`src/sv/cdc_pkg.sv`:
```
// Shared types, constants and month-length lookup for the calendar date counter.
`timescale 1ns / 1ps
`default_nettype none
package cdc_pkg;

  localparam int YEAR_BITS_DEF = 16;

  localparam logic [4:0]  DEF_DAY   = 5'd1;
  localparam logic [3:0]  DEF_MONTH = 4'd1;
  localparam logic [15:0] DEF_YEAR  = 16'd2023;
  localparam logic [3:0]  DEC_MONTH = 4'd12;
  localparam logic [4:0]  DEC_DAYS  = 5'd31;
  localparam logic [4:0]  FEB_LEAP_DAYS = 5'd29;
  localparam logic [3:0]  FEB = 4'd2;

  // Multiplicative inverse of 25 modulo 2^32; low bits serve any narrower width.
  localparam logic [31:0] INV25 = 32'hC28F5C29;

  typedef enum logic [1:0] {
    OP_LOAD = 2'd0,
    OP_NEXT = 2'd1,
    OP_PREV = 2'd2,
    OP_READ = 2'd3
  } op_t;

  typedef struct packed {
    op_t         opcode;
    logic [4:0]  load_day;
    logic [3:0]  load_month;
    logic [15:0] load_year;
  } cmd_t;

  typedef struct packed {
    logic [4:0]  day_out;
    logic [3:0]  month_out;
    logic [15:0] year_out;
    logic        load_rejected;
    logic        range_overflow;
  } date_t;

  localparam logic [4:0] MONTH_DAYS [12] = '{
    5'd31, 5'd28, 5'd31, 5'd30, 5'd31, 5'd30,
    5'd31, 5'd31, 5'd30, 5'd31, 5'd30, 5'd31
  };

  // Days in month m (1..12); out-of-range months give 31 and are screened by callers.
  function automatic logic [4:0] month_len(input logic [3:0] m, input logic leap);
    logic [3:0] idx;
    logic [4:0] len;
    idx = m - 4'd1;
    if (idx < 4'd12) begin
      len = MONTH_DAYS[idx];
    end else begin
      len = DEC_DAYS;
    end
    if (leap && (m == FEB)) begin
      len = FEB_LEAP_DAYS;
    end
    return len;
  endfunction

endpackage
`default_nettype wire

```
`src/sv/calendar_date_counter.sv`:
```
// Top level of the Gregorian calendar date counter: input and result registers around the core.
//
// Usage:
//   cmd channel (cmd_valid/cmd_ready/cmd) carries one transaction: an opcode
//   (load, next day, previous day, read) and the date fields used by a load.
//   date channel (date_valid/date_ready/date) returns exactly one result per
//   transaction: the date after the operation plus load_rejected and
//   range_overflow flags.
//   An accepted cmd is written into the input register; the date update is
//   then written into the result register when that register may advance
//   (it is empty or date_ready is high).
//   Throughput is one transaction per cycle while date_ready is high; it is set by
//   the date state registers, which update once per transaction in a single pass.
//   When date_ready is low the result register holds and the input register
//   fills; cmd_ready then drops until the result is taken.
//   Reset (rst, synchronous) empties both registers and sets the date to
//   1 January 2023.
//   A rejected load stores 1 January 2023; a step past the year range
//   holds the date.
`timescale 1ns / 1ps
`default_nettype none
module calendar_date_counter #(
  parameter int YEAR_BITS = cdc_pkg::YEAR_BITS_DEF
) (
  input  wire logic           clk,
  input  wire logic           rst,
  input  wire logic           cmd_valid,
  output logic                cmd_ready,
  input  wire cdc_pkg::cmd_t  cmd,
  output logic                date_valid,
  input  wire logic           date_ready,
  output cdc_pkg::date_t      date
);

  logic           s1_valid;
  cdc_pkg::cmd_t  s1_cmd;
  logic           advance;
  logic           fire;
  cdc_pkg::date_t result;

  assign advance   = !date_valid || date_ready;
  assign fire      = s1_valid && advance;
  assign cmd_ready = !s1_valid || advance;

  cdc_core #(.YEAR_BITS(YEAR_BITS)) u_core (
    .clk    (clk),
    .rst    (rst),
    .en     (fire),
    .item   (s1_cmd),
    .result (result)
  );

  always_ff @(posedge clk) begin
    if (rst) begin
      s1_valid   <= 1'b0;
      date_valid <= 1'b0;
    end else begin
      if (cmd_ready) begin
        s1_valid <= cmd_valid;
      end
      if (advance) begin
        date_valid <= s1_valid;
      end
    end
    if (cmd_ready && cmd_valid) begin
      s1_cmd <= cmd;
    end
    if (fire) begin
      date <= result;
    end
  end

endmodule
`default_nettype wire

```
`src/sv/cdc_leap.sv`:
```
// Gregorian leap-year detector: divisibility by 4, 16 and 25 without a divider.
`timescale 1ns / 1ps
`default_nettype none
module cdc_leap #(
  parameter int W = cdc_pkg::YEAR_BITS_DEF
) (
  input  wire logic [W-1:0] year,
  output logic              leap
);

  localparam logic [63:0] THR64 = ((64'd1 << W) - 64'd1) / 64'd25;
  localparam logic [W-1:0] THR  = THR64[W-1:0];
  localparam logic [W-1:0] INV  = cdc_pkg::INV25[W-1:0];

  logic [W-1:0] prod;
  logic         div4;
  logic         div16;
  logic         div25;

  // x divisible by 25 iff x * inv(25) mod 2^W <= (2^W - 1) / 25
  assign prod  = year * INV;
  assign div25 = (prod <= THR);
  assign div4  = (year[1:0] == 2'd0);
  assign div16 = (year[3:0] == 4'd0);
  assign leap  = (div4 && !div25) || (div16 && div25);

endmodule
`default_nettype wire

```
`src/sv/cdc_core.sv`:
```
// Date state registers and single-pass date update logic (load, next day, previous day, read) for one transaction.
`timescale 1ns / 1ps
`default_nettype none
module cdc_core #(
  parameter int YEAR_BITS = cdc_pkg::YEAR_BITS_DEF
) (
  input  wire logic          clk,
  input  wire logic          rst,
  input  wire logic          en,
  input  wire cdc_pkg::cmd_t item,
  output cdc_pkg::date_t     result
);

  localparam int LW = (YEAR_BITS > 16) ? YEAR_BITS : 16;

  logic [4:0]           cur_day;
  logic [3:0]           cur_month;
  logic [YEAR_BITS-1:0] cur_year;
  logic [4:0]           cur_day_next;
  logic [3:0]           cur_month_next;
  logic [YEAR_BITS-1:0] cur_year_next;

  logic          leap_cur;
  logic          leap_ld;
  logic [4:0]    cur_len;
  logic [4:0]    prev_len;
  logic [4:0]    ld_len;
  logic [LW-1:0] ly_ext;
  logic [LW-1:0] ymax;
  logic          ld_ok;
  logic          rejected;
  logic          overflow;

  cdc_leap #(.W(YEAR_BITS)) u_leap_cur (
    .year (cur_year),
    .leap (leap_cur)
  );

  cdc_leap #(.W(16)) u_leap_ld (
    .year (item.load_year),
    .leap (leap_ld)
  );

  assign ly_ext   = LW'(item.load_year);
  assign ymax     = LW'({YEAR_BITS{1'b1}});
  assign cur_len  = cdc_pkg::month_len(cur_month, leap_cur);
  assign prev_len = cdc_pkg::month_len(cur_month - 4'd1, leap_cur);
  assign ld_len   = cdc_pkg::month_len(item.load_month, leap_ld);
  assign ld_ok    = (item.load_month >= 4'd1) && (item.load_month <= cdc_pkg::DEC_MONTH) &&
                    (ly_ext <= ymax) && (item.load_day >= 5'd1) &&
                    (item.load_day <= ld_len);

  always_comb begin
    cur_day_next   = cur_day;
    cur_month_next = cur_month;
    cur_year_next  = cur_year;
    rejected       = 1'b0;
    overflow       = 1'b0;
    unique case (item.opcode)
      cdc_pkg::OP_LOAD: begin
        if (ld_ok) begin
          cur_day_next   = item.load_day;
          cur_month_next = item.load_month;
          cur_year_next  = YEAR_BITS'(ly_ext);
        end else begin
          cur_day_next   = cdc_pkg::DEF_DAY;
          cur_month_next = cdc_pkg::DEF_MONTH;
          cur_year_next  = YEAR_BITS'(cdc_pkg::DEF_YEAR);
          rejected       = 1'b1;
        end
      end
      cdc_pkg::OP_NEXT: begin
        if (cur_day < cur_len) begin
          cur_day_next = cur_day + 5'd1;
        end else if (cur_month < cdc_pkg::DEC_MONTH) begin
          cur_day_next   = 5'd1;
          cur_month_next = cur_month + 4'd1;
        end else if (cur_year != {YEAR_BITS{1'b1}}) begin
          cur_day_next   = 5'd1;
          cur_month_next = 4'd1;
          cur_year_next  = cur_year + YEAR_BITS'(1);
        end else begin
          overflow = 1'b1;
        end
      end
      cdc_pkg::OP_PREV: begin
        if (cur_day > 5'd1) begin
          cur_day_next = cur_day - 5'd1;
        end else if (cur_month > 4'd1) begin
          cur_month_next = cur_month - 4'd1;
          cur_day_next   = prev_len;
        end else if (cur_year != '0) begin
          cur_year_next  = cur_year - YEAR_BITS'(1);
          cur_month_next = cdc_pkg::DEC_MONTH;
          cur_day_next   = cdc_pkg::DEC_DAYS;
        end else begin
          overflow = 1'b1;
        end
      end
      cdc_pkg::OP_READ: begin
      end
    endcase
  end

  always_comb begin
    result.day_out        = cur_day_next;
    result.month_out      = cur_month_next;
    result.year_out       = 16'(cur_year_next);
    result.load_rejected  = rejected;
    result.range_overflow = overflow;
  end

  always_ff @(posedge clk) begin
    if (rst) begin
      cur_day   <= cdc_pkg::DEF_DAY;
      cur_month <= cdc_pkg::DEF_MONTH;
      cur_year  <= YEAR_BITS'(cdc_pkg::DEF_YEAR);
    end else if (en) begin
      cur_day   <= cur_day_next;
      cur_month <= cur_month_next;
      cur_year  <= cur_year_next;
    end
  end

endmodule
`default_nettype wire
```
`config.mk`:
```
export PLATFORM = sky130hd
export DESIGN_NAME = calendar_date_counter
export DESIGN_NICKNAME = d
export VERILOG_FILES = /design/src/sv/cdc_pkg.sv /design/src/sv/calendar_date_counter.sv /design/src/sv/cdc_leap.sv /design/src/sv/cdc_core.sv
export SDC_FILE = /design/constraint.sdc
export NUM_CORES = 1
export LEC_CHECK = 0
export ABC_CLOCK_PERIOD_IN_PS = 8250
export BUFFER_PORTS_ARGS = -buffer_cell sky130_fd_sc_hd__buf_4
export CORE_MARGIN = 4
export CORE_UTILIZATION = 45
export DETAILED_ROUTE_END_ITERATION = 7
export PLACE_DENSITY = 0.66
export SYNTH_ARGS = -nofsm -noshare
export SYNTH_HDL_FRONTEND = slang
export SYNTH_SLANG_ARGS = --single-unit
```
`constraint.sdc`:
```
create_clock -name clk -period 8.25 [get_ports clk]
set_input_delay 1.65 -clock clk [delete_from_list [all_inputs] [get_ports clk]]
set_output_delay 1.65 -clock clk [all_outputs]
set_load 0.1 [all_outputs]
```
==> run summary <==
The flow ran to the end, and the final reports show no timing, DRC or antenna violations. After synthesis the netlist holds a flip-flop and latch count of 81. The fraction of layout cells with a size suffix above 1 was 10.3%; the total power density per cell area was 236 mW/mm2. The routed wire length per instance is 18.9 um.

In the layout the commonest cells are 149 x sky130_fd_sc_hd__ha_1, 117 x sky130_fd_sc_hd__inv_1, 70 x sky130_fd_sc_hd__buf_4, 56 x sky130_fd_sc_hd__a21oi_1, 56 x sky130_fd_sc_hd__o21ai_0. The maximum number of pins on one net before global-route repair is 34, and the width of the chip is 146 um. The cell with the largest stage delay on the worst path is sky130_fd_sc_hd__a221oi_1. The mean cell area of the mapped netlist is 9.36 um2, and the count of different cell masters after synthesis is 86. The hold buffer count at CTS is 0, and the length in cells of the worst reg-to-reg path is 26. In this run the most used layer during global routing was met2.

The tools report the number of global-route vias before repair as 6,884. The worst hold path begins at s1_valid. The initial cell density of the core was 45.9%; the die height was 146 um. The capture point of the worst reg-to-reg path was u_core.cur_year[1].

The hold violation total from the final report is 0, and the number of vias after detailed routing is 7,043. For the count of pins on the block boundary, the log shows 60. The tools report the endpoint arrival time on the critical path as 7.43 ns. Type of the worst setup path: register to register. The worst hold path passes through 2 cells. Counting along the longest clock path gives a buffer depth of 2.

The cell area that synthesis handed to floorplanning was 0.00858 mm2. Before antenna repair, the detailed router went through 5 iterations. When the netlist entered floorplanning its net count stood at 1,133. TritonCTS built the clock tree. The maximum fanout along the worst path was 11. The tools report the final-stage net count as 1,174. The summed negative setup slack over all endpoints came out at 0 ns. The number of antenna violations at the first check in global routing is 0.

The run gives 21.4% as the total routing usage reported by global routing. Counting I/O delays and the setup requirement, the final critical path takes 7.24 ns. For the number of fill cells, the log shows 1,748.

In the routed layout, each cell is associated on average with a via count of 5.88. The layout overhead on the synthesized area works out to 10.8%. Max-cap violations in this run came to 0.

After technology mapping, the gate count stands at 917. The count of port buffers added during placement is 59, and the area of the die is 0.0213 mm2. The worst register-to-register path begins at s1_cmd[0]. On the worst path, the slowest cell contributes a delay of 0.64 ns. The clock root buffer is sky130_fd_sc_hd__clkbuf_16. Yosys mapped a number of flops with a built-in enable equal to 54. After layout, the worst setup slack is 1.01 ns.

Setup repair after global routing left no endpoint under its margin. The tools report the post-placement worst setup slack as 0.939 ns. The placed instances occupy a cell area of 0.00923 mm2. Headroom to the max-slew limit came out at 29.9%.

The tools report the met3 usage as 3.97%. Worst min-delay path category: register to register. In this run the static leakage power is 0.00429 uW. Clock tree synthesis inserted a total of 9 buffers.

For this run, global-route usage on met1 was measured as 29.8%. In this run, post-CTS repair resized a total of 0 instances. Detailed placement finished with a half-perimeter wire length of 16,900 um. The routed design has 22,600 um of wire. The tools report the kind of launch point of the worst setup path as a register.

The run gives 25.2% as the sequential-to-total area share from yosys stat. The tools report the clock network latency to the later pin of the worst-skew pair as 0.35 ns. In this run the post-CTS setup repair buffer count came out at 0.

The floorplan has 50 rows. The CTS clock-pin slew for the worst setup and hold paths was 0.07 ns. The worst-case IR drop observed on VDD is 0.197 mV. For the pin with the worst max-slew slack, the measured transition is 1.05 ns.

For this run, asynchronously set or reset flops after synthesis account for 0%. For flop-to-flop paths, the worst setup slack is 1.01 ns. The total global routing overflow is 0, and the critical path required time is 8.44 ns. The tree built by TritonCTS fans out to 81 sinks. The fraction of met2 tracks used by global routing is 34.1%, and the global placer's final weighted congestion is 0.949.

The tools report the area of all placed cells without fillers as 0.00951 mm2. The clock tree synthesis step divided the H-tree into 3 levels. The area of the core was 0.0187 mm2.

Among all flip-flop cells after synthesis, the most frequent one is sky130_fd_sc_hd__edfxtp_1. The number of antenna diodes in the final layout is 0. Setup violations remaining at the end of the flow were counted as 0. Leaving out fill and tap cells, the most frequent cell in the layout is sky130_fd_sc_hd__ha_1.

For this run, design rule violations remaining after detail routing come to 0. The final antenna-violating net count is 0. The tools report the type of element capturing the critical path as a register. The top achievable clock speed is 0.138 GHz. Between clock sinks in the finished design, the worst skew comes to 0.0101 ns. The final number of max-transition violations was 0. The Yosys warning count is 0. In the finished design, the share of the clock period the worst path needs comes to 87.7%.

The worst hold path terminates at date_valid. For this block, the initial DRC count from the detailed router was 729. At the end of the flow the core is filled with cells to 50.8%. The first global-routing pass estimated 37,100 um of wire.
==> where the power goes <==
group / internal, uW / total, uW / switching [uW]
combinational: 620 / 1360 / 735
clock: 214 / 381 / 167
sequential: 463 / 503 / 40.3
==> Yosys cell counts (all sizes together), types with 11 or more instances <==
master  number  area share, %
clkbuf      32            1.4
a221oi      11            1.2
nand2       51            2.2
and3        17            1.2
fa          36            8.4
a21oi       56            3.3
ha         149             22
xnor2       40            4.1
nor2        41            1.8
nor3        21            1.3
o21ai       57            3.3
inv        117            5.1
edfxtp      54             19
nand3       20            1.3
dfxtp       27            6.3
==> flip-flops by register name, summed over array words and instances, names as in the netlist <==
name and count:
u_core.cur_day 5, u_core.cur_year 16, date 27, date_valid 1, s1_cmd 27, s1_valid 1, u_core.cur_month 4
==> cells by family (layout without fill, tap and decap cells) <==
group	after synthesis	count (layout)	share of synthesized area, %
AOI/OAI and AO/OA	231	231	18.4
and+or+nand+nor	206	206	12.6
adders and majority gates	185	185	30.1
buffers and inverters	158	204	7.13
DFF	81	81	25.2
xor gates and xnor gates	52	52	6.11
muxes	4	4	0.481
==> how the worst max path moves through the flow <==
| stage | from | endpoint | slack, ns |
|---|---|---|---|
| floorplan | u_core.cur_year[3] | date[25] | 2.06 |
| global route | s1_cmd[0] | u_core.cur_year[1] | 0.52 |
| global placement | s1_cmd[0] | u_core.cur_year[1] | 0.97 |
| detailed placement | s1_cmd[0] | u_core.cur_year[1] | 0.94 |
| CTS | s1_cmd[0] | u_core.cur_year[1] | 0.88 |
| finish | s1_cmd[0] | u_core.cur_year[1] | 1.01 |
==> layout make-up <==
| class | instances | area, um2 | share of cell area, % |
|---|---|---|---|
| well taps | 234 | 293 | 3.08 |
| clock buffers | 13 | 250 | 2.63 |
| flip-flops and latches | 81 | 2160 | 22.7 |
| repair buffers | 70 | 526 | 5.53 |
| clock inverters | 3 | 25.0 | 0.263 |
| inverters | 118 | 443 | 4.66 |
| multi-input cells | 678 | 5810 | 61.1 |
==> metal layers <==
metal | share of wire [%] | up-vias | wire [um]
met5 | 0 | - | 0
met4 | 1.8 | 0 | 417
met3 | 7.5 | 37 | 1700
met2 | 46 | 269 | 10300
met1 | 45 | 3348 | 10200
li1 | - | 3389 | -
==> critical path: cells and delay by family (launching register included) <==
| kind | cells | cell delay (ns) |
|---|---|---|
| AOI/OAI and AO/OA | 11 | 2.81 |
| adders and majority gates | 7 | 2.71 |
| and+or+nand+nor | 3 | 0.25 |
| DFF | 1 | 0.55 |
| xor gates and xnor gates | 3 | 0.64 |
| buffers and inverters | 2 | 0.12 |
==> through the flow <==
stage	instances	power [uW]	hold slack [ns]
after CTS	1197	2260	0.524
after global placement	1181	1850	0.515
final	1197	2240	0.524
after detailed placement	1181	1870	0.513
after floorplan	917	1600	0.487
after global routing	1197	2470	0.560
No activity file was read; power rests on OpenSTA's default activity.
